<file path="src/v2sl_pkg.sv">
`timescale 1ns / 1ps
`default_nettype none
package v2sl_pkg;

    localparam int DW = 32;
    localparam int PW = 2 * DW;

    typedef struct packed {
        logic signed [DW-1:0] vec_x;
        logic signed [DW-1:0] vec_y;
        logic signed [DW-1:0] target_length;
    } t_in;

    typedef struct packed {
        logic        [DW-1:0] length;
        logic signed [DW-1:0] scaled_x;
        logic signed [DW-1:0] scaled_y;
        logic                 zero_vector;
    } t_out;

    typedef struct packed {
        logic [DW-1:0] xm;
        logic [DW-1:0] ym;
        logic [DW-1:0] tm;
        logic          xneg;
        logic          yneg;
        logic          tneg;
        logic [PW-1:0] axx;
        logic [PW-1:0] ayy;
        logic [PW-1:0] axt;
        logic [PW-1:0] ayt;
    } t_mul_st;

    typedef struct packed {
        logic [PW-1:0] rem;
        logic [DW-1:0] root;
        logic [PW-1:0] pxt;
        logic [PW-1:0] pyt;
        logic          nx;
        logic          ny;
    } t_sqrt_st;

    typedef struct packed {
        logic [DW-1:0] len;
        logic [PW-1:0] px;
        logic [PW-1:0] py;
        logic [DW-1:0] rx;
        logic [DW-1:0] ry;
        logic [PW-1:0] qx;
        logic [PW-1:0] qy;
        logic          nx;
        logic          ny;
    } t_div_st;

endpackage
`default_nettype wire

</file>
<file path="src/v2sl_div_cell.sv">
`timescale 1ns / 1ps
`default_nettype none
module v2sl_div_cell (
    input  wire                   i_clk,
    input  wire                   i_rst_n,
    input  wire                   i_en,
    input  wire                   i_valid,
    input  v2sl_pkg::t_div_st     i_data,
    output logic                  o_valid,
    output v2sl_pkg::t_div_st     o_data
);
    import v2sl_pkg::*;

    logic        r_valid;
    t_div_st     r_data;
    t_div_st     n_data;
    logic [DW:0] shx;
    logic [DW:0] shy;
    logic [DW:0] dv;
    logic        gex;
    logic        gey;

    always_comb begin
        shx    = {i_data.rx, i_data.px[PW-1]};
        shy    = {i_data.ry, i_data.py[PW-1]};
        dv     = {1'b0, i_data.len};
        gex    = shx >= dv;
        gey    = shy >= dv;
        n_data = i_data;
        n_data.px = {i_data.px[PW-2:0], 1'b0};
        n_data.py = {i_data.py[PW-2:0], 1'b0};
        n_data.qx = {i_data.qx[PW-2:0], gex};
        n_data.qy = {i_data.qy[PW-2:0], gey};
        n_data.rx = gex ? DW'(shx - dv) : shx[DW-1:0];
        n_data.ry = gey ? DW'(shy - dv) : shy[DW-1:0];
    end

    always_ff @(posedge i_clk) begin
        if (!i_rst_n) begin
            r_valid <= 1'b0;
        end else if (i_en) begin
            r_valid <= i_valid;
        end
    end

    always_ff @(posedge i_clk) begin
        if (i_en) begin
            r_data <= n_data;
        end
    end

    assign o_valid = r_valid;
    assign o_data  = r_data;
endmodule
`default_nettype wire
</file>
<file path="config.mk">
export PLATFORM = sky130hd
export DESIGN_NAME = v2sl_div_cell
export DESIGN_NICKNAME = d
export VERILOG_FILES = /design/src/v2sl_pkg.sv /design/src/v2sl_div_cell.sv
export SDC_FILE = /design/constraint.sdc
export NUM_CORES = 1
export LEC_CHECK = 0
export BUFFER_PORTS_ARGS = -buffer_cell sky130_fd_sc_hd__buf_2
export CAP_MARGIN = 20
export CORE_AREA = 2 2 280 282
export DETAILED_ROUTE_END_ITERATION = 10
export DIE_AREA = 0 0 282 284
export PLACE_DENSITY = 0.39
export SLEW_MARGIN = 20
export SYNTH_ARGS = -nofsm -noshare
export SYNTH_HDL_FRONTEND = slang
export SYNTH_SLANG_ARGS = --single-unit
</file>
<file path="constraint.sdc">
create_clock -name i_clk -period 2.9 [get_ports i_clk]
set_input_delay 0.145 -clock i_clk [delete_from_list [all_inputs] [get_ports i_clk]]
set_output_delay 0.145 -clock i_clk [all_outputs]
set_load 0.02 [all_outputs]
</file>
==> run_results.csv <==
group,metric,value,unit
final_layout,syn_to_final_growth,73.16,%
synth,synthDistinctLibCells,57,
grt,antenna_found_initial,15,
floorplan,initial_core_util,0.1923,
grt,grt_usage,0.1788,
pwr,p_seq_frac,0.404,
floorplan,coreArea,76960,µm²
pwr,switching_share,0.2890,
run,drv_cap,0,
synth,syn_inst,1020,
detailed_routing,dr.pass1.iters,5,
timing,setup_viol,0,
timing,hold_viol,0,
clock_network,root_buffer,"clkbuf_16",
final_layout,layout_common_cells,"707 x buf_2, 352 x edfxtp_1, 351 x dlygate4sd3_1",
floorplan,fp.dieW,282,µm
timing,fmax,0.3525,GHz
timing,finalSetupTns,0,ns
synth,yosysSeqAreaShare,0.7156,
synth,synth_top_area_frac,0.7142,
pwr,leakagePower,0.01100,µW
grt,grt_max_degree,80,
synth,synth_edf_count,352,
detailed_routing,dr_total_vias,13280,
floorplan,design.die.area,80090,µm²
clock_network,clkLatencyLatePin,0.57,ns
clock_network,clockBufferDepth,3,
clock_network,cts_htree_levels,2,
grt,globalRouteOverflowTotal,0,
detailed_routing,drc_errors,0,
detailed_routing,drt-vias-per-instance,4.040,
grt,grt_pass1_vias,13850,
placed_design,io_buffers,708,
timing,post-route-period-util,0.9782,
clock_network,tritoncts,"yes",
synth,netlist_area,14800,µm²
setup_path,startpoint_type,"input pin",
hold_path,worstHoldPathType,"in2reg",
synth,ys.flop_type,"edfxtp_1",
grt,grt_pass1_wl,101.5,mm
setup_path,regToRegEndpoint,"o_valid",
timing,drv_slew,0,
final_layout,final_common_cell,"buf_2",
setup_path,worstPathMaxFanout,4,
final_layout,layout-drive-gt1-share,0.4117,
setup_path,path_class,"in2reg",
timing,hold_ws,0.03815,ns
detailed_routing,route.detailed.wl_per_inst,22.89,µm
timing,layout_min_cycle_time,2.837,ns
placed_design,gp_congestion,0.8759,
pwr,ir_worst_vdd,0.0003910,V
pwr,combPwrFrac,0.221,
clock_network,cts_num_sinks,353,
placed_design,hpwl,60.37,mm
timing,relSlewSlack,0.5883,
setup_path,critPathLaunch,"i_data[329]",
detailed_routing,drtAntennaViolNets,0,
timing,fin_worst_skew,0,ns
setup_path,r2r_cells,3,
pwr,p_int,11160,µW
setup_path,ff2ff_setup_slack,1.74,ns
setup_path,critPathCapture,"o_data[144]",
final_layout,final_nets,2632,
placed_design,detailedPlace.worstSlack,-0.1334,ns
timing,tightest_slew,0.6138,ns
clock_network,cts.reportedPaths.clkPinSlew,0.06,ns
floorplan,core.rowCount,102,
pwr,clkPwrFrac,0.375,
pwr,power.switching,4539,µW
setup_path,worstSetupEndpointType,"flip-flop",
floorplan,top_level_ports,713,
timing,rsz0062_at_grt,"true",
setup_path,regToRegStartpoint,"o_valid",
synth,synth.ff_latch_count,353,
status,status,"complete, no violations",
synth,syn_avg_cell_area,14.51,µm²
synth,yosys_warnings,0,
synth,synth_top_area_cell,"edfxtp_1",
setup_path,worstPathArrival,3.15,ns
timing,setup_slack,0.06321,ns
clock_network,numCtsBuffers,45,
pwr,powerDensity,612.8,nW/µm²
detailed_routing,wl,75.25,mm
synth,synthTopCellsByArea,"edfxtp_1 71%, ha_1 5.4%, nand2_1 2.5%",
detailed_routing,drt_iter0_markers,693,
floorplan,fp.dieH,284,µm
setup_path,crit_required,3.21,ns
synth,ys_async_sr_fraction,0,
==> how the worst min path moves through the flow <==
stage | start | endpoint | slack (ns) | cells past startpoint
2_1_floorplan | i_data[0] | o_data[0] | 0.24 | 0
3_3_place_gp | i_data[79] | o_data[80] | 0.32 | 1
3_5_place_dp | i_data[312] | o_data[313] | 0.32 | 1
4_1_cts | i_en | o_data[274] | 0.01 | 1
5_1_grt | i_en | o_data[17] | 0.03 | 1
6_report | i_en | o_data[205] | 0.04 | 1
==> critical path, stage by stage <==
cell           delay, ns
dlygate4sd3_1       0.52
buf_2               0.12
inv_1               0.06
ha_1                0.30
nand4_1             0.21
or3_4               0.48
o41a_1              0.44
and3_4              0.19
a21oi_4             0.13
nand2_4             0.13
inv_4               0.10
mux2_2              0.33
==> through the flow <==
step           utilization  cell area [µm²]  instances  total power [µW]
6_report            0.3330            25630       3287             15700
5_1_grt             0.3330            25620       3286             16390
4_1_cts             0.3303            25420       3277             15950
3_5_place_dp        0.2647            20370       2844              9487
3_3_place_gp        0.2647            20370       2844              9503
2_1_floorplan            -            14800       1021              7900
==> synthesized netlist by cell type (2+ instances only) <==
master,count
a211oi_1,5
a21o_1,25
a21oi_1,64
a311oi_1,2
a31o_2,4
a31oi_1,9
a41oi_1,2
and2_1,6
and3_1,9
and4_1,2
buf_2,5
buf_4,2
buf_6,3
clkbuf_1,20
edfxtp_1,352
fa_1,2
ha_1,64
inv_1,55
mux2_2,6
mux2i_1,2
nand2_1,97
nand2_2,2
nand2b_1,6
nand3_1,25
nand4_1,15
nor2_1,28
nor2b_1,10
nor3_1,7
o2111ai_1,2
o211ai_1,6
o21a_1,2
o21ai_0,70
o21ai_1,17
o21ai_2,2
o21bai_1,13
o22ai_1,2
o41a_1,2
or3_1,2
xnor2_1,26
xor2_1,30
==> state kept, by name, summed over array words and instances, names as in the netlist <==
| name | flops |
|---|---|
| o_valid | 1 |
| o_data | 352 |
==> power groups by stage <==
| stage | sequential (µW) | clock [µW] | combinational (µW) |
|---|---|---|---|
| 2_1_floorplan | 7070 | 0 | 834 |
| 3_5_place_dp | 6450 | 0 | 3040 |
| 6_report | 6350 | 5890 | 3460 |
| 5_1_grt | 6400 | 6260 | 3730 |
| 4_1_cts | 6360 | 6120 | 3480 |
| 3_3_place_gp | 6460 | 0 | 3040 |
==> area by class of cell <==
class	count	area, µm²
tap	1040	1301
multi-input combinational	582	4000
timing repair buffer	1170	7985
sequential	353	10590
inverter	56	212.7
fill	7833	51330
clock buffer	52	1152
clock inverter	29	371.6
antenna	5	12.51
==> metal layers <==
layer / global-route usage / vias to the layer above / part of all wire
met5: 0 / - / 0.00084
met4: 0.07088 / 10 / 0.044
met3: 0.04487 / 109 / 0.066
met2: 0.3308 / 469 / 0.52
met1: 0.1922 / 6480 / 0.37
li1: - / 6213 / -
==> logic make-up after synthesis <==
kind of cell    count (synthesis)  share of synthesized area
other cells                     1                  0.0002534
simple gates                  212                    0.06645
compound gates                238                    0.09757
fa+ha+maj                      66                    0.05681
mux                             8                   0.005918
xor+xnor                       56                    0.03314
buf+inv                        86                    0.02426
flops                         353                     0.7156
==> timing repair <==
item,4_1_cts,5_1_grt
endpoints found under the setup margin,0,58
resized for setup,0,29
endpoints found under the hold margin,351,0
setup buffers,0,4
hold buffers,352,0
No activity file was read; power rests on OpenSTA's default activity.
