==> config.mk <==
export PLATFORM = sky130hd
export DESIGN_NAME = v2sl_mul_cell
export DESIGN_NICKNAME = d
export VERILOG_FILES = /design/src/v2sl_pkg.sv /design/src/v2sl_mul_cell.sv
export SDC_FILE = /design/constraint.sdc
export NUM_CORES = 1
export LEC_CHECK = 0
export BUFFER_PORTS_ARGS = -buffer_cell sky130_fd_sc_hd__buf_4
export CORE_AREA = 2 2 279 281
export DETAILED_ROUTE_END_ITERATION = 16
export DIE_AREA = 0 0 281 283
export PLACE_DENSITY = 0.55
export SLEW_MARGIN = 20
export SYNTH_ARGS = -nofsm -noshare
export SYNTH_HDL_FRONTEND = slang
export SYNTH_SLANG_ARGS = --single-unit
==> constraint.sdc <==
create_clock -name i_clk -period 4.1 [get_ports i_clk]
set_input_delay 0.41 -clock i_clk [delete_from_list [all_inputs] [get_ports i_clk]]
set_output_delay 0.41 -clock i_clk [all_outputs]
set_load 0.02 [all_outputs]
==> src/v2sl_pkg.sv <==
`timescale 1ns / 1ps
`default_nettype none
package v2sl_pkg;

    localparam int DW = 32;
    localparam int PW = 2 * DW;

    typedef struct packed {
        logic signed [DW-1:0] vec_x;
        logic signed [DW-1:0] vec_y;
        logic signed [DW-1:0] target_length;
    } t_in;

    typedef struct packed {
        logic        [DW-1:0] length;
        logic signed [DW-1:0] scaled_x;
        logic signed [DW-1:0] scaled_y;
        logic                 zero_vector;
    } t_out;

    typedef struct packed {
        logic [DW-1:0] xm;
        logic [DW-1:0] ym;
        logic [DW-1:0] tm;
        logic          xneg;
        logic          yneg;
        logic          tneg;
        logic [PW-1:0] axx;
        logic [PW-1:0] ayy;
        logic [PW-1:0] axt;
        logic [PW-1:0] ayt;
    } t_mul_st;

    typedef struct packed {
        logic [PW-1:0] rem;
        logic [DW-1:0] root;
        logic [PW-1:0] pxt;
        logic [PW-1:0] pyt;
        logic          nx;
        logic          ny;
    } t_sqrt_st;

    typedef struct packed {
        logic [DW-1:0] len;
        logic [PW-1:0] px;
        logic [PW-1:0] py;
        logic [DW-1:0] rx;
        logic [DW-1:0] ry;
        logic [PW-1:0] qx;
        logic [PW-1:0] qy;
        logic          nx;
        logic          ny;
    } t_div_st;

endpackage
`default_nettype wire

==> src/v2sl_mul_cell.sv <==
`timescale 1ns / 1ps
`default_nettype none
module v2sl_mul_cell #(
    parameter int BIT = 0
) (
    input  wire                   i_clk,
    input  wire                   i_rst_n,
    input  wire                   i_en,
    input  wire                   i_valid,
    input  v2sl_pkg::t_mul_st     i_data,
    output logic                  o_valid,
    output v2sl_pkg::t_mul_st     o_data
);
    import v2sl_pkg::*;

    logic    r_valid;
    t_mul_st r_data;
    t_mul_st n_data;

    always_comb begin
        n_data = i_data;
        if (i_data.xm[BIT]) begin
            n_data.axx = i_data.axx + (PW'(i_data.xm) << BIT);
        end
        if (i_data.ym[BIT]) begin
            n_data.ayy = i_data.ayy + (PW'(i_data.ym) << BIT);
        end
        if (i_data.tm[BIT]) begin
            n_data.axt = i_data.axt + (PW'(i_data.xm) << BIT);
            n_data.ayt = i_data.ayt + (PW'(i_data.ym) << BIT);
        end
    end

    always_ff @(posedge i_clk) begin
        if (!i_rst_n) begin
            r_valid <= 1'b0;
        end else if (i_en) begin
            r_valid <= i_valid;
        end
    end

    always_ff @(posedge i_clk) begin
        if (i_en) begin
            r_data <= n_data;
        end
    end

    assign o_valid = r_valid;
    assign o_data  = r_data;
endmodule
`default_nettype wire

==> results of run 1 <==
-- state kept, by name, summed over array words and instances, names as in the netlist --
register / count
o_data: 355
o_valid: 1
-- area by class of cell --
type	instances	area, sq um	area share, %
inverter	53	199	0.651
clock buffer	58	1200	3.91
clock inverter	22	273	0.892
antenna	5	12.5	0.0409
sequential	356	10700	34.9
timing repair buffer	761	5850	19.1
multi-input combinational	1511	11100	36.2
tap	1040	1300	4.25
-- synthesized netlist by cell type, drive strengths merged, types with 4 or more instances --
cell type	number
edfxtp	355
xnor2	155
a21oi	150
nand2	134
ha	128
nor2	113
mux2	98
xor2	80
nand3	78
o21ai	76
a21o	62
nand4	61
inv	52
and3	45
buf	41
o211ai	34
nor3	32
clkbuf	22
o21bai	21
and2	20
a31oi	17
and4	16
a211oi	15
nor2b	13
o21a	13
nor4	12
o2111ai	12
o31ai	12
nand2b	9
a211o	8
nand3b	7
o22ai	7
or2	7
a41oi	5
nor3b	5
o311ai	5
a221oi	4
a311oi	4
fa	4
-- through the flow --
step                      util (%)  std cells  power, mW  cell area [sq um]
after detailed placement      37.5       3689       7.88              28800
after CTS                     39.9       3801       12.0              30600
after global routing          39.9       3806       12.4              30600
after global placement        37.5       3689       7.87              28800
final                         39.9       3806       11.9              30600
after floorplan                  -       1984       6.39              22300
-- layout by cell type (no fill, tap or decap), types with 34 or more instances in the layout --
master / instances
nand2_1: 134
a21oi_1: 143
mux2_2: 98
nand4_1: 60
o21ai_0: 69
xnor2_1: 155
buf_4: 724
xor2_1: 80
inv_1: 52
nand3_1: 78
edfxtp_1: 355
and3_1: 44
ha_1: 128
clkbuf_16: 46
o211ai_1: 34
a21o_1: 60
nor2_1: 113
-- worst max path at each step --
stage,slack [ns],endpoint,startpoint
2_1_floorplan,1.26,o_data[92]$_DFFE_PP_,i_data[64]
3_3_place_gp,0.20,o_data[50]$_DFFE_PP_,i_data[0]
3_5_place_dp,0.22,o_data[40]$_DFFE_PP_,i_data[0]
4_1_cts,0.39,o_data[40]$_DFFE_PP_,i_data[304]
5_1_grt,0.11,o_data[50]$_DFFE_PP_,i_data[307]
6_report,0.36,o_data[50]$_DFFE_PP_,i_data[304]
-- kinds of logic (layout without fill, tap and decap cells) --
| group | count (synthesis) | after routing | synth area share (%) |
|---|---|---|---|
| adder cells (fa/ha/maj) | 132 | 132 | 7.55 |
| flip-flops | 356 | 356 | 48.0 |
| other | 0 | 5 | 0 |
| AO/OA/AOI/OAI | 480 | 480 | 14.8 |
| buffers and inverters | 117 | 894 | 2.31 |
| XOR/XNOR | 235 | 235 | 9.24 |
| AND/OR/NAND/NOR | 563 | 563 | 13.0 |
| multiplexers | 101 | 101 | 5.09 |
-- per-layer routing --
metal | vias up | GRT usage [%] | part of all wire (%)
met2 | 698 | 35.5 | 49
li1 | 9091 | - | -
met1 | 9434 | 25.7 | 41
met3 | 115 | 4.02 | 6.4
met4 | 6 | 5.78 | 2.7
met5 | - | 0 | 0.047
-- worst max-delay path, cell delays in order --
cell and delay, ns:
dlygate4sd3_1 0.53, buf_4 0.14, ha_1 0.45, a21oi_4 0.11
a211oi_1 0.25, o21ai_0 0.13, nor3_1 0.72, a221oi_2 0.19
a21oi_2 0.70, nand4_1 0.21, xnor2_1 0.18
-- power by group --
group	total (mW)	leakage, nW	internal (mW)	switching, mW
combinational	3.27	8.28	1.37	1.89
sequential	4.57	3.48	4.45	0.124
clock	4.08	0.712	2.43	1.64
total	11.9	12.5	8.25	3.66
==> key figures, run 1 <==
Worst setup path
  • R2R setup slack: 3.51 ns
  • R2R cell count: 2
  • Worst-path fanout max: 16
  • Crit Reg-Reg Startpoint: o_valid$_SDFFE_PN0P_
  • Data required time at the worst endpoint: 4.41 ns
  • Reg-to-reg critical path endpoint: o_valid$_SDFFE_PN0P_
  • Critical path class: input pin to flip-flop
  • Crit end category: flip-flop
  • WP data arrival: 4.04 ns
  • Setup crit start kind: input pin

STA
  • Max_slew headroom: 30.6%
  • Fin. Hold Viols: 0
  • Final Max Tran Viols: 0
  • Actual transition at the worst max-transition pin: 1.03 ns
  • Max Freq: 268 MHz
  • Final Setup Violations: 0
  • Final critical-path required period: 3.74 ns
  • Final hold slack: 0.0389 ns
  • RSZ-0062 raised after global routing: no
  • Final setup margin: 0.363 ns
  • Setup TNS Final: 0 ns
  • Clock skew: 0 ns
  • Final period util: 91.2%

Routing
  • Detailed Route WL: 85000 um
  • DRC viols: 0
  • Drt wl/cell: 22.3 um
  • Via count: 19344
  • Final ANT Viol Nets: 0
  • Pre-Repair DR Iteration Count: 5
  • Vias/cell: 5.08
  • Initial drt markers: 1229

Clock network
  • CTS tree: done
  • Worst-path clk slew: 0.06 ns
  • Num CTS Buffers: 45
  • Post-CTS Resized: 0
  • Post-CTS Hold Buffers: 32
  • Sink Count: 356
  • Root buf cell: clkbuf_16
  • Clk_lat worst skew: 0.56 ns
  • # Post-CTS Setup Buffers: 0
  • H-tree depth: 2
  • Clk buf depth: 3

Final layout
  • Layout cells sized above 1: 34.0%
  • Fill cells: 7499
  • Layout area overhead: 37.4%
  • Final nets: 3219

Synthesis
  • Top post-synthesis cells by area: edfxtp_1, ha_1, xnor2_1
  • Post-synth EDFFs: 355
  • Register area share after synthesis: 48.0%
  • Async SR Flop Fraction: 0%
  • Syn Area/Cell: 11.2 sq um
  • Area share of the largest cell type after synthesis: 47.9%
  • Synth Flop Type: edfxtp_1
  • Mapped Nets: 2475
  • Synthesized cell area: 0.0223 sq mm
  • Synth area leader: edfxtp_1
  • Post-synthesis cell count: 1984
  • Yosys warns: 0
  • Netlist cell types: 99
  • Yosys reg bits: 356

Floorplan
  • Num ports: 715
  • Initial Utilization: 29.0%
  • Die height: 283 um
  • Core Region: 0.0767 sq mm
  • Die Width: 281 um
  • Row cnt: 102
  • Die area: 0.0795 sq mm

Job
  • Max_cap viols: 0

Pwr
  • PwrDens: 390 mW/mm^2
  • Worst VDD drop: 0.000278 V
  • LEAKAGE: 12.5 nW

Placed design
  • Post-DP HPWL: 67600 um
  • RD Place Congestion: 0.909
  • IO Port Bufs: 714
  • Place WS: 0.221 ns

Global routing
  • Vias in the first global route: 19398
  • Initial antenna violation count: 9
  • Largest net degree at the start of global routing: 89
  • Overflow after GRT: 0
  • First-pass GRT wire length: 124000 um
  • GRT Total Usage: 20.5%

Hold path
  • Worst Hold Depth: 1
  • Hold_sp: i_data[289]
  • WHS Endpoint: o_data[289]$_DFFE_PP_
  • Hold WC Path Type: input pin to flip-flop

Status
  • Status: complete, no violations
Note: power is estimated with default switching activity, not from simulation.
==> run 2, diff against run 1 <==
==> constraint.sdc (replaced) <==
create_clock -name i_clk -period 4.1 [get_ports i_clk]
set_input_delay 0.615 -clock i_clk [delete_from_list [all_inputs] [get_ports i_clk]]
set_output_delay 0.615 -clock i_clk [all_outputs]
set_load 0.02 [all_outputs]
==> run 2 against run 1 <==
Compared with the run above: final area is 1.3% lower; critical endpoint is now o_data[42]$_DFFE_PP_; core utilization is 0.50 points lower; first-iteration DRC count is 11% higher; clock power is 7.1% lower; critical path depth stayed put; largest power group unchanged; sequential cell count stayed put; setup slack better by 0.29 ns; die area stayed put; sequential power hardly changed; cell count is 0.68% lower; register-to-register slack hardly changed.
==> key figures, run 2 (synthesized netlist as in run 1, its figures left out) <==
Status
  • Status: complete, no violations (unchanged)

Clock network
  • Post-CTS Hold Buffers: 0 (was 32)
  • Worst-path clk slew: 0.05 ns (was 0.06 ns)
  • H-tree depth: 2 (unchanged)
  • Post-CTS Resized: 0 (unchanged)
  • # Post-CTS Setup Buffers: 0 (unchanged)
  • Sink Count: 356 (unchanged)
  • Clk_lat worst skew: 0.55 ns (was 0.56 ns)
  • Num CTS Buffers: 44 (was 45)
  • Clk buf depth: 3 (unchanged)
  • CTS tree: done (unchanged)
  • Root buf cell: clkbuf_16 (unchanged)

Hold path
  • Hold WC Path Type: input pin to flip-flop (unchanged)

Worst setup path
  • Crit. Startpoint: i_data[291] (was i_data[304])
  • R2R cell count: 2 (unchanged)
  • CP Capture Point: o_data[42]$_DFFE_PP_ (was o_data[50]$_DFFE_PP_)
  • Worst-path fanout max: 16 (unchanged)
  • Critical path class: input pin to flip-flop (unchanged)
  • Data required time at the worst endpoint: 4.41 ns (about the same)
  • Crit end category: flip-flop (unchanged)
  • Setup crit start kind: input pin (unchanged)
  • WP data arrival: 3.76 ns (was 4.04 ns)
  • Reg-to-reg critical path endpoint: o_valid$_SDFFE_PN0P_ (unchanged)
  • Crit Reg-Reg Startpoint: o_valid$_SDFFE_PN0P_ (unchanged)
  • R2R setup slack: 3.50 ns (was 3.51 ns)

Routing
  • Metal2 WL: 41200 um (was 42000 um)
  • Drt wl/cell: 22.4 um (was 22.3 um)
  • M1 wire length: 34500 um (was 35200 um)
  • Detailed Route WL: 84700 um (was 85000 um)
  • Met3 wire length: 6280 um (was 5440 um)
  • Final ANT Viol Nets: 0 (unchanged)
  • Pre-Repair DR Iteration Count: 5 (unchanged)
  • DRC viols: 0 (unchanged)
  • Initial drt markers: 1369 (was 1229)
  • Top layer in use: met5 (unchanged)
  • Vias/cell: 5.09 (was 5.08)
  • Via count: 19244 (was 19344)

Floorplan
  • Die height: 283 um (unchanged)
  • Row cnt: 102 (unchanged)
  • Die area: 0.0795 sq mm (unchanged)
  • Initial Utilization: 29.0% (unchanged)
  • Num ports: 715 (unchanged)
  • Core Region: 0.0767 sq mm (unchanged)
  • Die Width: 281 um (unchanged)

STA
  • RSZ-0062 raised after global routing: no (unchanged)
  • Clock skew: 0 ns (unchanged)
  • Setup TNS Final: 0 ns (unchanged)
  • Final period util: 84.0% (was 91.2%)
  • Final Max Tran Viols: 0 (unchanged)
  • Final Setup Violations: 0 (unchanged)
  • Fin. Hold Viols: 0 (unchanged)
  • Final critical-path required period: 3.44 ns (was 3.74 ns)
  • Max Freq: 290 MHz (was 268 MHz)
  • Actual transition at the worst max-transition pin: 0.945 ns (was 1.03 ns)
  • Max_slew headroom: 36.5% (was 30.6%)

Pwr
  • Worst VDD drop: 0.000284 V (was 0.000278 V)
  • LEAKAGE: 12.3 nW (was 12.5 nW)
  • PwrDens: 384 mW/mm^2 (was 390 mW/mm^2)

Global routing
  • Largest net degree at the start of global routing: 85 (was 89)
  • First-pass GRT wire length: 124000 um (about the same)
  • GRT Total Usage: 20.5% (about the same)
  • Overflow after GRT: 0 (unchanged)
  • Initial antenna violation count: 10 (was 9)
  • Vias in the first global route: 19411 (was 19398)

Final layout
  • Commonest non-fill, non-tap cell in the layout: buf_4 (unchanged)
  • Final nets: 3192 (was 3219)
  • Fill cells: 7546 (was 7499)
  • Non-filler instance count after layout: 3780 (was 3806)
  • Most frequent cells in the layout: buf_4, edfxtp_1, xnor2_1, a21oi_1, nand2_1 (unchanged)
  • Layout area overhead: 35.6% (was 37.4%)
  • Layout cells sized above 1: 34.6% (was 34.0%)
  • Max reg flops: 355 (unchanged)

Placed design
  • RD Place Congestion: 0.910 (was 0.909)
  • Placed Cells: 3695 (was 3689)
  • IO Port Bufs: 714 (unchanged)
  • Post-DP HPWL: 67900 um (was 67600 um)

Job
  • Max_cap viols: 0 (unchanged)
-- run 2: layout make-up --
class	count	area [sq um]	share of cell area (%)
Clock buffer	54	1180	3.91
Sequential cell	356	10700	35.4
Timing Repair Buffer	735	5560	18.4
Inverter	53	199	0.659
Tap cell	1040	1300	4.31
Clock inverter	25	188	0.622
Antenna cell	6	15.0	0.0497
Multi-Input combinational cell	1511	11100	36.7
-- run 2: stage by stage --
step                worst slack (ns)  hold WS (ns)  power, mW  instance area, sq um  util, %
finish                         0.656         0.221       11.6                 30200     39.4
global route                   0.474         0.176       12.1                 30200     39.4
CTS                            0.637         0.166       11.7                 30200     39.3
detailed placement            0.0169         0.527       7.88                 28800     37.6
global placement              0.0414         0.503       7.87                 28800     37.6
floorplan                       1.05         0.589       6.39                 22300        -
-- run 2: metal layers --
metal	track usage, %	vias to the layer above
met4	7.17	6
li1	-	9019
met1	25.2	9353
met2	34.9	737
met5	0	-
met3	4.67	129
-- run 2: critical path, stage by stage --
cell and delay [ns]:
buf_4 0.09, ha_1 0.19, fa_1 0.26, a21oi_1 0.12, o211ai_1 0.35, a2111oi_2 0.13, nor3_1 0.67, a221oi_2 0.19
a21oi_2 0.73, nand4_1 0.23, xnor2_1 0.17
-- run 2: worst min-delay path by stage --
stage	startpoint	to	slack (ns)	cells past startpoint
floorplan	o_valid$_SDFFE_PN0P_	o_valid$_SDFFE_PN0P_	0.59	2
global route	i_data[273]	o_data[273]$_DFFE_PP_	0.18	1
finish	i_data[273]	o_data[273]$_DFFE_PP_	0.22	1
detailed placement	o_valid$_SDFFE_PN0P_	o_valid$_SDFFE_PN0P_	0.53	2
global placement	o_valid$_SDFFE_PN0P_	o_valid$_SDFFE_PN0P_	0.50	2
CTS	i_data[276]	o_data[276]$_DFFE_PP_	0.17	1
-- run 2: report_power, final --
part           total (mW)  internal (mW)  switching [mW]  leakage, nW
Clock                3.79           2.17            1.62        0.659
Combinational        3.24           1.36            1.89         8.17
Sequential           4.57           4.45           0.124         3.48
