### config.mk
export PLATFORM = sky130hd
export DESIGN_NAME = v2sl_sqrt_cell
export DESIGN_NICKNAME = d
export VERILOG_FILES = /design/src/v2sl_pkg.sv /design/src/v2sl_sqrt_cell.sv
export SDC_FILE = /design/constraint.sdc
export NUM_CORES = 1
export LEC_CHECK = 0
export ABC_CLOCK_PERIOD_IN_PS = 9100
export BUFFER_PORTS_ARGS = -buffer_cell sky130_fd_sc_hd__buf_2
export CAP_MARGIN = 30
export CORE_AREA = 2 2 177 179
export DETAILED_ROUTE_END_ITERATION = 10
export DIE_AREA = 0 0 179 181
export GPL_TIMING_DRIVEN = 0
export PLACE_DENSITY = 0.62
export SETUP_SLACK_MARGIN = 0.5
export SYNTH_ARGS = -nofsm -noshare
export SYNTH_HDL_FRONTEND = slang
export SYNTH_SLANG_ARGS = --single-unit
### constraint.sdc
create_clock -name i_clk -period 9.1 [get_ports i_clk]
set_clock_uncertainty 0.05 [all_clocks]
set_input_delay 1.365 -clock i_clk [delete_from_list [all_inputs] [get_ports i_clk]]
set_output_delay 1.365 -clock i_clk [all_outputs]
set_load 0.02 [all_outputs]
### src/v2sl_pkg.sv
`timescale 1ns / 1ps
`default_nettype none
package v2sl_pkg;

    localparam int DW = 32;
    localparam int PW = 2 * DW;

    typedef struct packed {
        logic signed [DW-1:0] vec_x;
        logic signed [DW-1:0] vec_y;
        logic signed [DW-1:0] target_length;
    } t_in;

    typedef struct packed {
        logic        [DW-1:0] length;
        logic signed [DW-1:0] scaled_x;
        logic signed [DW-1:0] scaled_y;
        logic                 zero_vector;
    } t_out;

    typedef struct packed {
        logic [DW-1:0] xm;
        logic [DW-1:0] ym;
        logic [DW-1:0] tm;
        logic          xneg;
        logic          yneg;
        logic          tneg;
        logic [PW-1:0] axx;
        logic [PW-1:0] ayy;
        logic [PW-1:0] axt;
        logic [PW-1:0] ayt;
    } t_mul_st;

    typedef struct packed {
        logic [PW-1:0] rem;
        logic [DW-1:0] root;
        logic [PW-1:0] pxt;
        logic [PW-1:0] pyt;
        logic          nx;
        logic          ny;
    } t_sqrt_st;

    typedef struct packed {
        logic [DW-1:0] len;
        logic [PW-1:0] px;
        logic [PW-1:0] py;
        logic [DW-1:0] rx;
        logic [DW-1:0] ry;
        logic [PW-1:0] qx;
        logic [PW-1:0] qy;
        logic          nx;
        logic          ny;
    } t_div_st;

endpackage
`default_nettype wire

### src/v2sl_sqrt_cell.sv
`timescale 1ns / 1ps
`default_nettype none
module v2sl_sqrt_cell #(
    parameter int BIT = 0
) (
    input  wire                   i_clk,
    input  wire                   i_rst_n,
    input  wire                   i_en,
    input  wire                   i_valid,
    input  v2sl_pkg::t_sqrt_st    i_data,
    output logic                  o_valid,
    output v2sl_pkg::t_sqrt_st    o_data
);
    import v2sl_pkg::*;

    logic          r_valid;
    t_sqrt_st      r_data;
    t_sqrt_st      n_data;
    logic [PW-1:0] trial;

    always_comb begin
        trial  = (PW'(i_data.root) << (BIT + 1)) | (PW'(1) << (2 * BIT));
        n_data = i_data;
        if (i_data.rem >= trial) begin
            n_data.rem  = i_data.rem - trial;
            n_data.root = i_data.root | (DW'(1) << BIT);
        end
    end

    always_ff @(posedge i_clk) begin
        if (!i_rst_n) begin
            r_valid <= 1'b0;
        end else if (i_en) begin
            r_valid <= i_valid;
        end
    end

    always_ff @(posedge i_clk) begin
        if (i_en) begin
            r_data <= n_data;
        end
    end

    assign o_valid = r_valid;
    assign o_data  = r_data;
endmodule
`default_nettype wire

==> metrics.txt, run 1 <==
met1 Track Usage GR=21.94%; CP max stage delay=0.53 ns; Hold-fix buffers, CTS=0; Final Hold Vio Count=0; complex-gate fraction of the synthesized area=9.774%; Port Buffers=456; Critical path origin=i_data[130]; simple-gate area share of the yosys netlist=10.05%; Yosys reg bits=227; busiest grt layer=met2; share of cells above drive strength 1=43.66%; worst-path cell chain=buf_2 -> inv_1 -> fa_1 -> a211oi_1 -> o21ai_1 -> a211o_1 -> a211oi_2 -> o21ai_2 -> a211oi_4 -> nand2_1 -> xnor2_1; leakage power=5.875 nW; HPWL Detailed=26330 µm; final instance area=13820 µm²; Post-Syn Nets=990; via/cell ratio=4.834; cell count after placement=1580; Slew Limit Headroom=46.32%; xor/xnor cell area share of the yosys netlist=5.223%; Num CTS Buffers=26; Min-Delay Path Class=register to register; mapped cell area=10060 µm²; Hold Crit Start=o_valid$_SDFFE_PN0P_; outcome=complete, no violations; worst-path fanout max=6; # Max-Cap Violations=0; Adder-Cell Fraction of Synth Area=4.302%; CTS tree=done; Core Footprint=30350 µm²; initial antenna violation count=14; placed cell area=12880 µm²; reg2reg setup slack=8.44 ns; Max Fclk=0.2350 GHz; fin crit share=46.77%; pin count of the biggest net entering global routing=128; worst skew pair latency=0.53 ns; Yosys cell types=68; vias=7884; Ys Warns=0; DRT iter0 DRCs=466; total global-route track usage=19.68%; CTS Root Cell=clkbuf_16; grt ovf=0; Total Power=2.924 mW; CP Capture Type=register; final std cells w/o fill=1631; Post-CTS Setup Inserts=0; Setup Viol. Count Final=0; top_reg_cell synth=edfxtp_1; Layout Area Growth over Synthesis=37.32%; Avg Cell Area, Syn=13.86 µm²; Final Max Slew Viols=0; Clock power frac=38.5%; final wirelength=33780 µm; GP Congestion=0.8714; Synth top area share=67.45%; Rows=64; num ports=457; Final nets=1476; Filler cells=2871; Yosys top cell by area=edfxtp_1; Die ar.=32400 µm²; setup TNS=0 ns; VDD IR max=0.1603 mV; register area share after synthesis=67.64%; ANT nets after route=0; worst path arrival time=4.49 ns; CTS clock-pin slew for the worst setup and hold paths=0.06 ns; die span in x=179 µm; Min Clock Period, post-route=4.256 ns; CP max stage cell=a211oi_4; DRT Pass-1 Iters=5; Die H=181 µm; Worst Path Required=9.33 ns; Synth area leaders=edfxtp_1 (67%), ha_1 (4.1%), xnor2_1 (3.7%); RSZ-0062 raised after global routing=no; main combinational cell family by area after synthesis=simple AND/OR/NAND/NOR gates; internal power=2.128 mW; Startpoint Class=input port; H-tree level count=1; Worst R2R Start=o_valid$_SDFFE_PN0P_; post-synthesis cell count=726; first-pass GRT wire length=47850 µm; P per Cell Area=211.7 nW/µm²; vias in the first global route=7853; CTS sink cnt=227; Max Root-Sink Buffers=3; WS Path Type=input port to register; Slew @ Worst Pin=0.8053 ns; Sw Pwr=0.7964 mW; met2 Usage GRT=34.09%; initial core utilization=33.15%; ys async rst share=0%; met3 usage=7.428%; Sw Ratio=27.23%; Seq pwr share=44.0%; number of synthesized flops with an enable pin=226; Gate power share=17.6%; drc violations=0; mux cell area share after synthesis=0.5471%; post-cts gate resize count=0; Avg WL per Cell=20.71 µm
[power groups by stage]
| stage | clock network, mW | registers (mW) | logic (mW) |
|---|---|---|---|
| global placement | 0 | 1.31 | 0.510 |
| finish | 1.13 | 1.29 | 0.514 |
| CTS | 1.15 | 1.29 | 0.518 |
| global route | 1.20 | 1.30 | 0.550 |
| floorplan | 0 | 1.44 | 0.155 |
| detailed placement | 0 | 1.31 | 0.515 |
[cells by family after synthesis]
logic type | Yosys count
AOI/OAI and AO/OA | 149
DFF | 227
adders and majority gates | 34
buffers and inverters | 59
and+or+nand+nor | 192
muxes | 5
xor gates and xnor gates | 60
[worst max-delay path: cells and delay by family]
kind	cells	cell delay, ns
buf+inv	2	0.15
fa+ha+maj	1	0.48
simple gates	1	0.15
xor+xnor	1	0.17
compound gates	6	2.17
[synthesized netlist by cell type (all sizes together), types with 2 or more instances]
master / n
o211ai: 6
nand3: 16
xnor2: 42
nor3: 8
or2: 4
a31oi: 11
nor2b: 6
a22o: 2
mux2: 4
inv: 34
o31ai: 3
xor2: 18
a21o: 12
buf: 9
a31o: 2
nand3b: 3
nand4: 13
o21a: 8
or4: 4
o21ai: 21
a21oi: 60
and4: 4
o21bai: 5
a211oi: 6
clkbuf: 16
a221oi: 2
nor2: 64
nor4: 8
and2: 5
and3: 6
nand2: 34
ha: 33
edfxtp: 226
or3: 11
[path summary, 6_finish.rpt]
path | to | depth (start not counted)
max | o_data[206]$_DFFE_PP_ | 11
min | o_valid$_SDFFE_PN0P_ | 2
max reg2reg | o_valid$_SDFFE_PN0P_ | 2
min reg2reg | o_valid$_SDFFE_PN0P_ | 2
[placed cells by master, fill, tap and decap left out, types with 6 or more instances in the layout]
cell type	n
a21oi_1	59
nor2_1	64
nand2_1	34
a31oi_1	11
o211ai_1	6
edfxtp_1	226
and3_1	6
nor3_1	8
buf_2	463
nand4_1	13
xor2_1	18
nor2b_1	6
a21o_1	12
xnor2_1	42
nor4_1	7
clkbuf_16	27
inv_1	34
nand3_1	13
ha_1	33
o21ai_0	18
or3_1	11
clkbuf_1	14
o21a_1	8
[registers in the layout (all words and copies together) (netlist names)]
signal,count
o_valid,1
o_data,226
[per-stage QoR]
step                      utilization (%)  worst slack [ns]  hold slack, ns
after floorplan                         -             5.063          0.5393
after global placement              42.31             3.356          0.4616
after detailed placement            42.45             4.292          0.4739
after CTS                           45.49             4.841          0.4945
after global routing                45.53             4.729          0.5221
final                               45.53             4.844          0.4882
[per-layer routing]
metal  part of all wire, %  up-vias
li1                      -     3724
met1                    37     3737
met2                    49      332
met3                    10       73
met4                   3.3       18
met5                  0.30        -
[area by class of cell]
cell class | count | area (µm²) | share of cell area (%)
plain buffers | 25 | 120.1 | 0.8693
repair buffers | 458 | 2325 | 16.83
clock buffers | 27 | 675.6 | 4.890
flip-flops and latches | 227 | 6807 | 49.26
diodes | 5 | 12.51 | 0.09056
multi-input cells | 440 | 3008 | 21.77
clock inverters | 19 | 246.5 | 1.784
inverters | 34 | 127.6 | 0.9237
well taps | 396 | 495.5 | 3.586
Note: power is estimated with default switching activity, not from simulation.
==> run 2, diff against run 1 <==
--- a/config.mk
+++ b/config.mk
@@ -5,14 +5,14 @@
 export SDC_FILE = /design/constraint.sdc
 export NUM_CORES = 1
 export LEC_CHECK = 0
-export ABC_CLOCK_PERIOD_IN_PS = 9100
+export ABC_CLOCK_PERIOD_IN_PS = 3500
 export BUFFER_PORTS_ARGS = -buffer_cell sky130_fd_sc_hd__buf_2
 export CAP_MARGIN = 30
-export CORE_AREA = 2 2 177 179
+export CORE_AREA = 2 2 176 178
 export DETAILED_ROUTE_END_ITERATION = 10
-export DIE_AREA = 0 0 179 181
+export DIE_AREA = 0 0 178 180
 export GPL_TIMING_DRIVEN = 0
-export PLACE_DENSITY = 0.62
+export PLACE_DENSITY = 0.65
 export SETUP_SLACK_MARGIN = 0.5
 export SYNTH_ARGS = -nofsm -noshare
 export SYNTH_HDL_FRONTEND = slang
==> constraint.sdc (replaced) <==
create_clock -name i_clk -period 3.5 [get_ports i_clk]
set_clock_uncertainty 0.05 [all_clocks]
set_input_delay 0.525 -clock i_clk [delete_from_list [all_inputs] [get_ports i_clk]]
set_output_delay 0.525 -clock i_clk [all_outputs]
set_load 0.02 [all_outputs]
==> metrics.txt, run 2 (synthesis gave the netlist of run 1 again) <==
Setup Viol. Count Final=0; Post-Place Worst Slack=-0.3650 ns; Hold Crit Start=i_data[61]; grt ovf=0; met2 Usage GRT=35.21%; Max Root-Sink Buffers=3; Hold-fix buffers, CTS=0; fin crit share=83.65%; VDD IR max=0.3568 mV; leakage power=5.952 nW; Seq pwr share=44.3%; RSZ-0062 raised after global routing=no; Startpoint Class=input port; CTS clock-pin slew for the worst setup and hold paths=0.06 ns; post-layout util=46.18%; Die H=180 µm; Port Buffers=456; vias in the first global route=7934; final std cells w/o fill=1640; share of cells above drive strength 1=44.35%; worst-case reg-to-reg path depth=2; Rows=64; Storage cell area=6807 µm²; Sw Pwr=2.060 mW; CTS Root Cell=clkbuf_16; final wirelength=34090 µm; die span in x=178 µm; Slew Limit Headroom=38.97%; most frequent cells in the layout=buf_2 (461), edfxtp_1 (226), nor2_1 (63); Avg WL per Cell=20.78 µm; worst skew pair latency=0.53 ns; Gate power share=18.0%; cell count after placement=1579; Final Max Slew Viols=0; CP Capture Type=register; Sw Ratio=27.25%; H-tree level count=1; Slew @ Worst Pin=0.9155 ns; # Max-Cap Violations=0; PnR worst setup slack=0.5723 ns; HPWL Detailed=26660 µm; vias=8021; worst-path cell chain=buf_2 -> inv_1 -> fa_2 -> a211oi_2 -> o21ai_2 -> a211o_1 -> a211oi_4 -> o21ai_2 -> a211oi_4 -> buf_4 -> nand3_2 -> xnor2_1; Worst R2R Start=o_valid$_SDFFE_PN0P_; RR Endpoint=o_valid$_SDFFE_PN0P_; Filler cells=2828; P per Cell Area=542.1 nW/µm²; WS Path Type=input port to register; total global-route track usage=20.14%; internal power=5.499 mW; CTS sink cnt=227; via/cell ratio=4.891; number of cells on the worst hold path=1; Total Power=7.559 mW; met3 usage=7.826%; Num CTS Buffers=26; GP Congestion=0.8766; met1 Track Usage GR=22.13%; multi-input logic area=3105 µm²; pin count of the biggest net entering global routing=119; drc violations=0; num ports=457; Largest delay share family, worst path=compound AO/OA/AOI/OAI gates; first-pass GRT wire length=48290 µm; CP max stage cell=fa_2; Min-Delay Path Class=input port to register; Core Footprint=30190 µm²; worst-path fanout max=4; Worst Path Required=3.74 ns; Final Hold Vio Count=0; max reg flops=226; DRT iter0 DRCs=494; busiest grt layer=met2; reg2reg setup slack=2.84 ns; Max Fclk=0.3416 GHz; Min Clock Period, post-route=2.928 ns; CP max stage delay=0.43 ns; initial antenna violation count=15; outcome=complete, no violations; most common cell after layout, fill and taps aside=buf_2; Final nets=1482; Die ar.=32040 µm²; ANT nets after route=0; WP buf/inv=3; DRT Pass-1 Iters=4; Hold WS=0.1035 ns; CTS tree=done; Hold Path End=o_data[61]$_DFFE_PP_; worst path arrival time=3.17 ns; Clock power frac=37.7%; initial core utilization=33.33%; Layout Area Growth over Synthesis=38.56%
==> run 2: changes by cell type in the layout (fill, tap and decap cells not counted), sizes merged <==
cell / change
clkbuf: +2
diode: +1
clkinvlp: -3
clkinv: +3
buf: +6
==> run 2: final cells by class <==
cell class                      count  area share, %
Antenna cell                        6         0.1077
Buffer                             25         0.9154
Clock buffer                       29          4.747
Clock inverter                     19          1.651
Inverter                           34         0.9154
Multi-Input combinational cell    440          22.27
Sequential cell                   227          48.82
Tap cell                          396          3.554
Timing Repair Buffer              464          17.02
==> run 2: repair_timing <==
action                                  4_1_cts  5_1_grt
buffers inserted                              3        4
endpoints found under the setup margin       31       42
gates resized for setup                       7       13
pin swaps                                     2        2
==> run 2: metal layers <==
| layer | up-vias | wire [µm] | part of all wire [%] |
|---|---|---|---|
| met1 | 3864 | 12380 | 36 |
| met4 | 20 | 1259 | 3.7 |
| met5 | - | 129 | 0.38 |
| li1 | 3737 | - | - |
| met3 | 83 | 3466 | 10 |
| met2 | 317 | 16850 | 49 |
==> run 2: power by group through the flow <==
stage / sequential [mW] / clock [mW] / combinational [mW]
2_1_floorplan: 3.74 / 0 / 0.409
3_3_place_gp: 3.42 / 0 / 1.33
3_5_place_dp: 3.40 / 0 / 1.34
4_1_cts: 3.35 / 2.93 / 1.36
5_1_grt: 3.37 / 3.01 / 1.46
6_report: 3.35 / 2.85 / 1.36
==> run 2: how the worst max path moves through the flow <==
stage | startpoint | to | slack [ns] | cells after the start
6_report | i_data[130] | o_data[220]$_DFFE_PP_ | 0.57 | 12
5_1_grt | i_data[130] | o_data[220]$_DFFE_PP_ | 0.50 | 12
4_1_cts | i_data[130] | o_data[205]$_DFFE_PP_ | 0.50 | 11
3_5_place_dp | i_data[130] | o_data[205]$_DFFE_PP_ | -0.37 | 11
3_3_place_gp | i_en | o_valid$_SDFFE_PN0P_ | -1.40 | 3
2_1_floorplan | i_data[130] | o_data[206]$_DFFE_PP_ | 0.51 | 10
==> run 2: per-stage QoR <==
stage / setup TNS, ns / instance area, µm²
finish: 0 / 13940
global route: 0 / 13930
CTS: 0 / 13860
detailed placement: -6.431 / 12900
global placement: -295.90 / 12870
floorplan: 0 / 10090
==> run 3, diff against run 2 <==
--- a/config.mk
+++ b/config.mk
@@ -5,14 +5,15 @@
 export SDC_FILE = /design/constraint.sdc
 export NUM_CORES = 1
 export LEC_CHECK = 0
-export ABC_CLOCK_PERIOD_IN_PS = 3500
+export ABC_AREA = 1
+export ABC_CLOCK_PERIOD_IN_PS = 2600
 export BUFFER_PORTS_ARGS = -buffer_cell sky130_fd_sc_hd__buf_2
 export CAP_MARGIN = 30
-export CORE_AREA = 2 2 176 178
+export CORE_AREA = 2 2 179 181
 export DETAILED_ROUTE_END_ITERATION = 10
-export DIE_AREA = 0 0 178 180
+export DIE_AREA = 0 0 181 183
 export GPL_TIMING_DRIVEN = 0
-export PLACE_DENSITY = 0.65
+export PLACE_DENSITY = 0.68
 export SETUP_SLACK_MARGIN = 0.5
 export SYNTH_ARGS = -nofsm -noshare
 export SYNTH_HDL_FRONTEND = slang
==> constraint.sdc (replaced) <==
create_clock -name i_clk -period 2.6 [get_ports i_clk]
set_clock_uncertainty 0.05 [all_clocks]
set_input_delay 0.39 -clock i_clk [delete_from_list [all_inputs] [get_ports i_clk]]
set_output_delay 0.39 -clock i_clk [all_outputs]
set_load 0.02 [all_outputs]
==> metrics.txt, run 3 <==
setup TNS=0 ns; Yosys reg bits=227; Gate power share=22.2%; drc violations=0; Num CTS Buffers=27; Post-Syn Nets=1517; num ports=457; H-tree level count=1; Slew Limit Headroom=47.48%; Slew @ Worst Pin=0.7878 ns; Clock power frac=35.6%; Die H=183 µm; Worst R2R Start=o_valid$_SDFFE_PN0P_; CP Capture Type=register; CP max stage cell=o21bai_1; DRT Pass-1 Iters=5; Min Clock Period, post-route=2.075 ns; post-layout util=57.18%; Seq pwr share=42.2%; Rows=65; ys async rst share=0%; Total Power=10.71 mW; CTS Root Cell=clkbuf_16; most common cell after layout, fill and taps aside=buf_2; Layout Area Growth over Synthesis=53.78%; Worst Path Required=2.88 ns; pin count of the biggest net entering global routing=130; Core Footprint=31230 µm²; Min-Delay Path Class=input port to register; final instance area=17860 µm²; most frequent cells in the layout=buf_2 (453), nand2_1 (413), edfxtp_1 (226); Final Max Slew Viols=0; Synth top cells by count=nand2_1 (435), edfxtp_1 (226), inv_1 (214); Avg Cell Area, Syn=9.267 µm²; first-pass GRT wire length=67680 µm; CTS tree=done; leakage power=8.224 nW; Max Root-Sink Buffers=3; P per Cell Area=599.6 nW/µm²; most used cell, CP=inv_1; Ys Warns=0; register area share after synthesis=58.62%; via/cell ratio=4.731; cell count after placement=2112; Synth area leaders=edfxtp_1 (58%), nand2_1 (14%), inv_1 (6.9%); ANT nets after route=0; Final nets=2186; met3 usage=6.037%; HPWL Detailed=36910 µm; reg2reg setup slack=1.87 ns; Yosys top cell by area=edfxtp_1; worst-path cell chain=buf_2 -> inv_1 -> ha_4 -> nand2_1 -> nor2_1 -> inv_1 -> o21bai_1 -> inv_1 -> nand3_1 -> nand2_1 -> nand3_1 -> a21oi_2; worst-path fanout max=4; Die ar.=33120 µm²; worst-case reg-to-reg path depth=2; Yosys cell types=31; outcome=complete, no violations; DRT iter0 DRCs=901; worst skew pair latency=0.56 ns; internal power=7.578 mW; initial antenna violation count=13; vias in the first global route=10910; Avg WL per Cell=20.47 µm; share of cells above drive strength 1=34.59%; number of cells on the worst hold path=3; mapped cell area=11610 µm²; met1 Track Usage GR=34.52%; top_reg_cell synth=edfxtp_1; RR Endpoint=o_valid$_SDFFE_PN0P_; GP Congestion=0.8938; max reg flops=226; vias=11120; met2 Usage GRT=47.11%; busiest grt layer=met2; total global-route track usage=27.73%; Port Buffers=456; number of synthesized flops with an enable pin=226; fin crit share=79.82%; initial core utilization=37.18%; Filler cells=2714; Sw Pwr=3.129 mW; Setup Viol. Count Final=0; grt ovf=0; final std cells w/o fill=2351; Sw Ratio=29.22%; Max Fclk=0.4819 GHz; Hold Crit Start=i_valid; placed cell area=14910 µm²; worst path arrival time=2.36 ns; CTS clock-pin slew for the worst setup and hold paths=0.06 ns; Final Hold Vio Count=0; Startpoint Class=input port; RSZ-0062 raised after global routing=yes; Synth top area share=58.45%; CP max stage delay=0.33 ns; CTS sink cnt=227; dominant cell by count in the synthesized netlist=nand2_1; Hold Path End=o_valid$_SDFFE_PN0P_; die span in x=181 µm; # Max-Cap Violations=0; VDD IR max=0.4591 mV; final wirelength=48120 µm; WS Path Type=input port to register; post-synthesis cell count=1253
run 3: cell types whose count changed after synthesis, moves of 14 or more:
cell	previous run	this run
nand2_1	34	435
inv_1	34	214
nor2_1	64	117
nand3_1	13	51
a21oi_1	59	23
a21oi_2	0	28
xnor2_1	42	21
o21ai_0	18	4
run 3: cell type report:
class / instances / area (µm²) / share of cell area (%)
antenna: 6 / 15.01 / 0.08409
timing repair buffer: 640 / 4204 / 23.54
multi-input combinational: 799 / 4434 / 24.83
buffer: 10 / 166.4 / 0.9320
clock buffer: 38 / 767.0 / 4.295
tap: 402 / 503.0 / 2.817
sequential: 227 / 6807 / 38.12
clock inverter: 12 / 127.6 / 0.7147
inverter: 217 / 832.0 / 4.660
run 3: power groups by stage:
stage | sequential, mW | combinational [mW] | clock (mW)
after detailed placement | 4.58 | 2.12 | 0
after CTS | 4.52 | 2.33 | 3.87
final | 4.52 | 2.37 | 3.81
after global routing | 4.55 | 2.53 | 4.00
after global placement | 4.61 | 2.09 | 0
after floorplan | 5.03 | 0.736 | 0
run 3: cell families after synthesis:
family	Yosys count	synth area share, %
xor+xnor	30	2.263
flops	227	58.62
simple gates	650	22.52
buf+inv	227	7.866
fa+ha+maj	34	3.728
compound gates	85	5.000
run 3: per-layer routing:
metal	part of all wire, %	vias to the layer above
li1	-	5378
met1	40	5166
met2	48	452
met3	7.6	114
met4	4.4	12
met5	0.17	-
run 3: worst max path at each step:
stage / startpoint / end / slack (ns)
after floorplan: i_data[162] / o_data[178]$_DFFE_PP_ / 0.41
after global placement: i_en / o_valid$_SDFFE_PN0P_ / -2.06
after detailed placement: i_data[150] / o_data[195]$_DFFE_PP_ / -0.36
after CTS: i_data[130] / o_data[199]$_DFFE_PP_ / 0.49
after global routing: i_data[141] / o_data[195]$_DFFE_PP_ / 0.49
final: i_data[151] / o_data[220]$_DFFE_PP_ / 0.52
run 3: metrics by stage:
stage	setup slack (ns)	hold WS (ns)
floorplan	0.4057	0.4335
global placement	-2.063	0.4765
detailed placement	-0.3645	0.4841
CTS	0.4923	0.001372
global route	0.4922	0.01785
finish	0.5248	0.01719
run 3: worst max-delay path: cells and delay by family:
family	cells	cell delay, ns
compound gates	2	0.39
fa+ha+maj	1	0.28
simple gates	5	0.97
buf+inv	4	0.32
run 3: timing repair:
item	4_1_cts	5_1_grt
resized for setup	16	36
endpoints found under the setup margin	63	63
cloned	0	6
pin swaps	2	12
hold buffers	159	1
buffers inserted	2	15
endpoints found under the hold margin	159	1
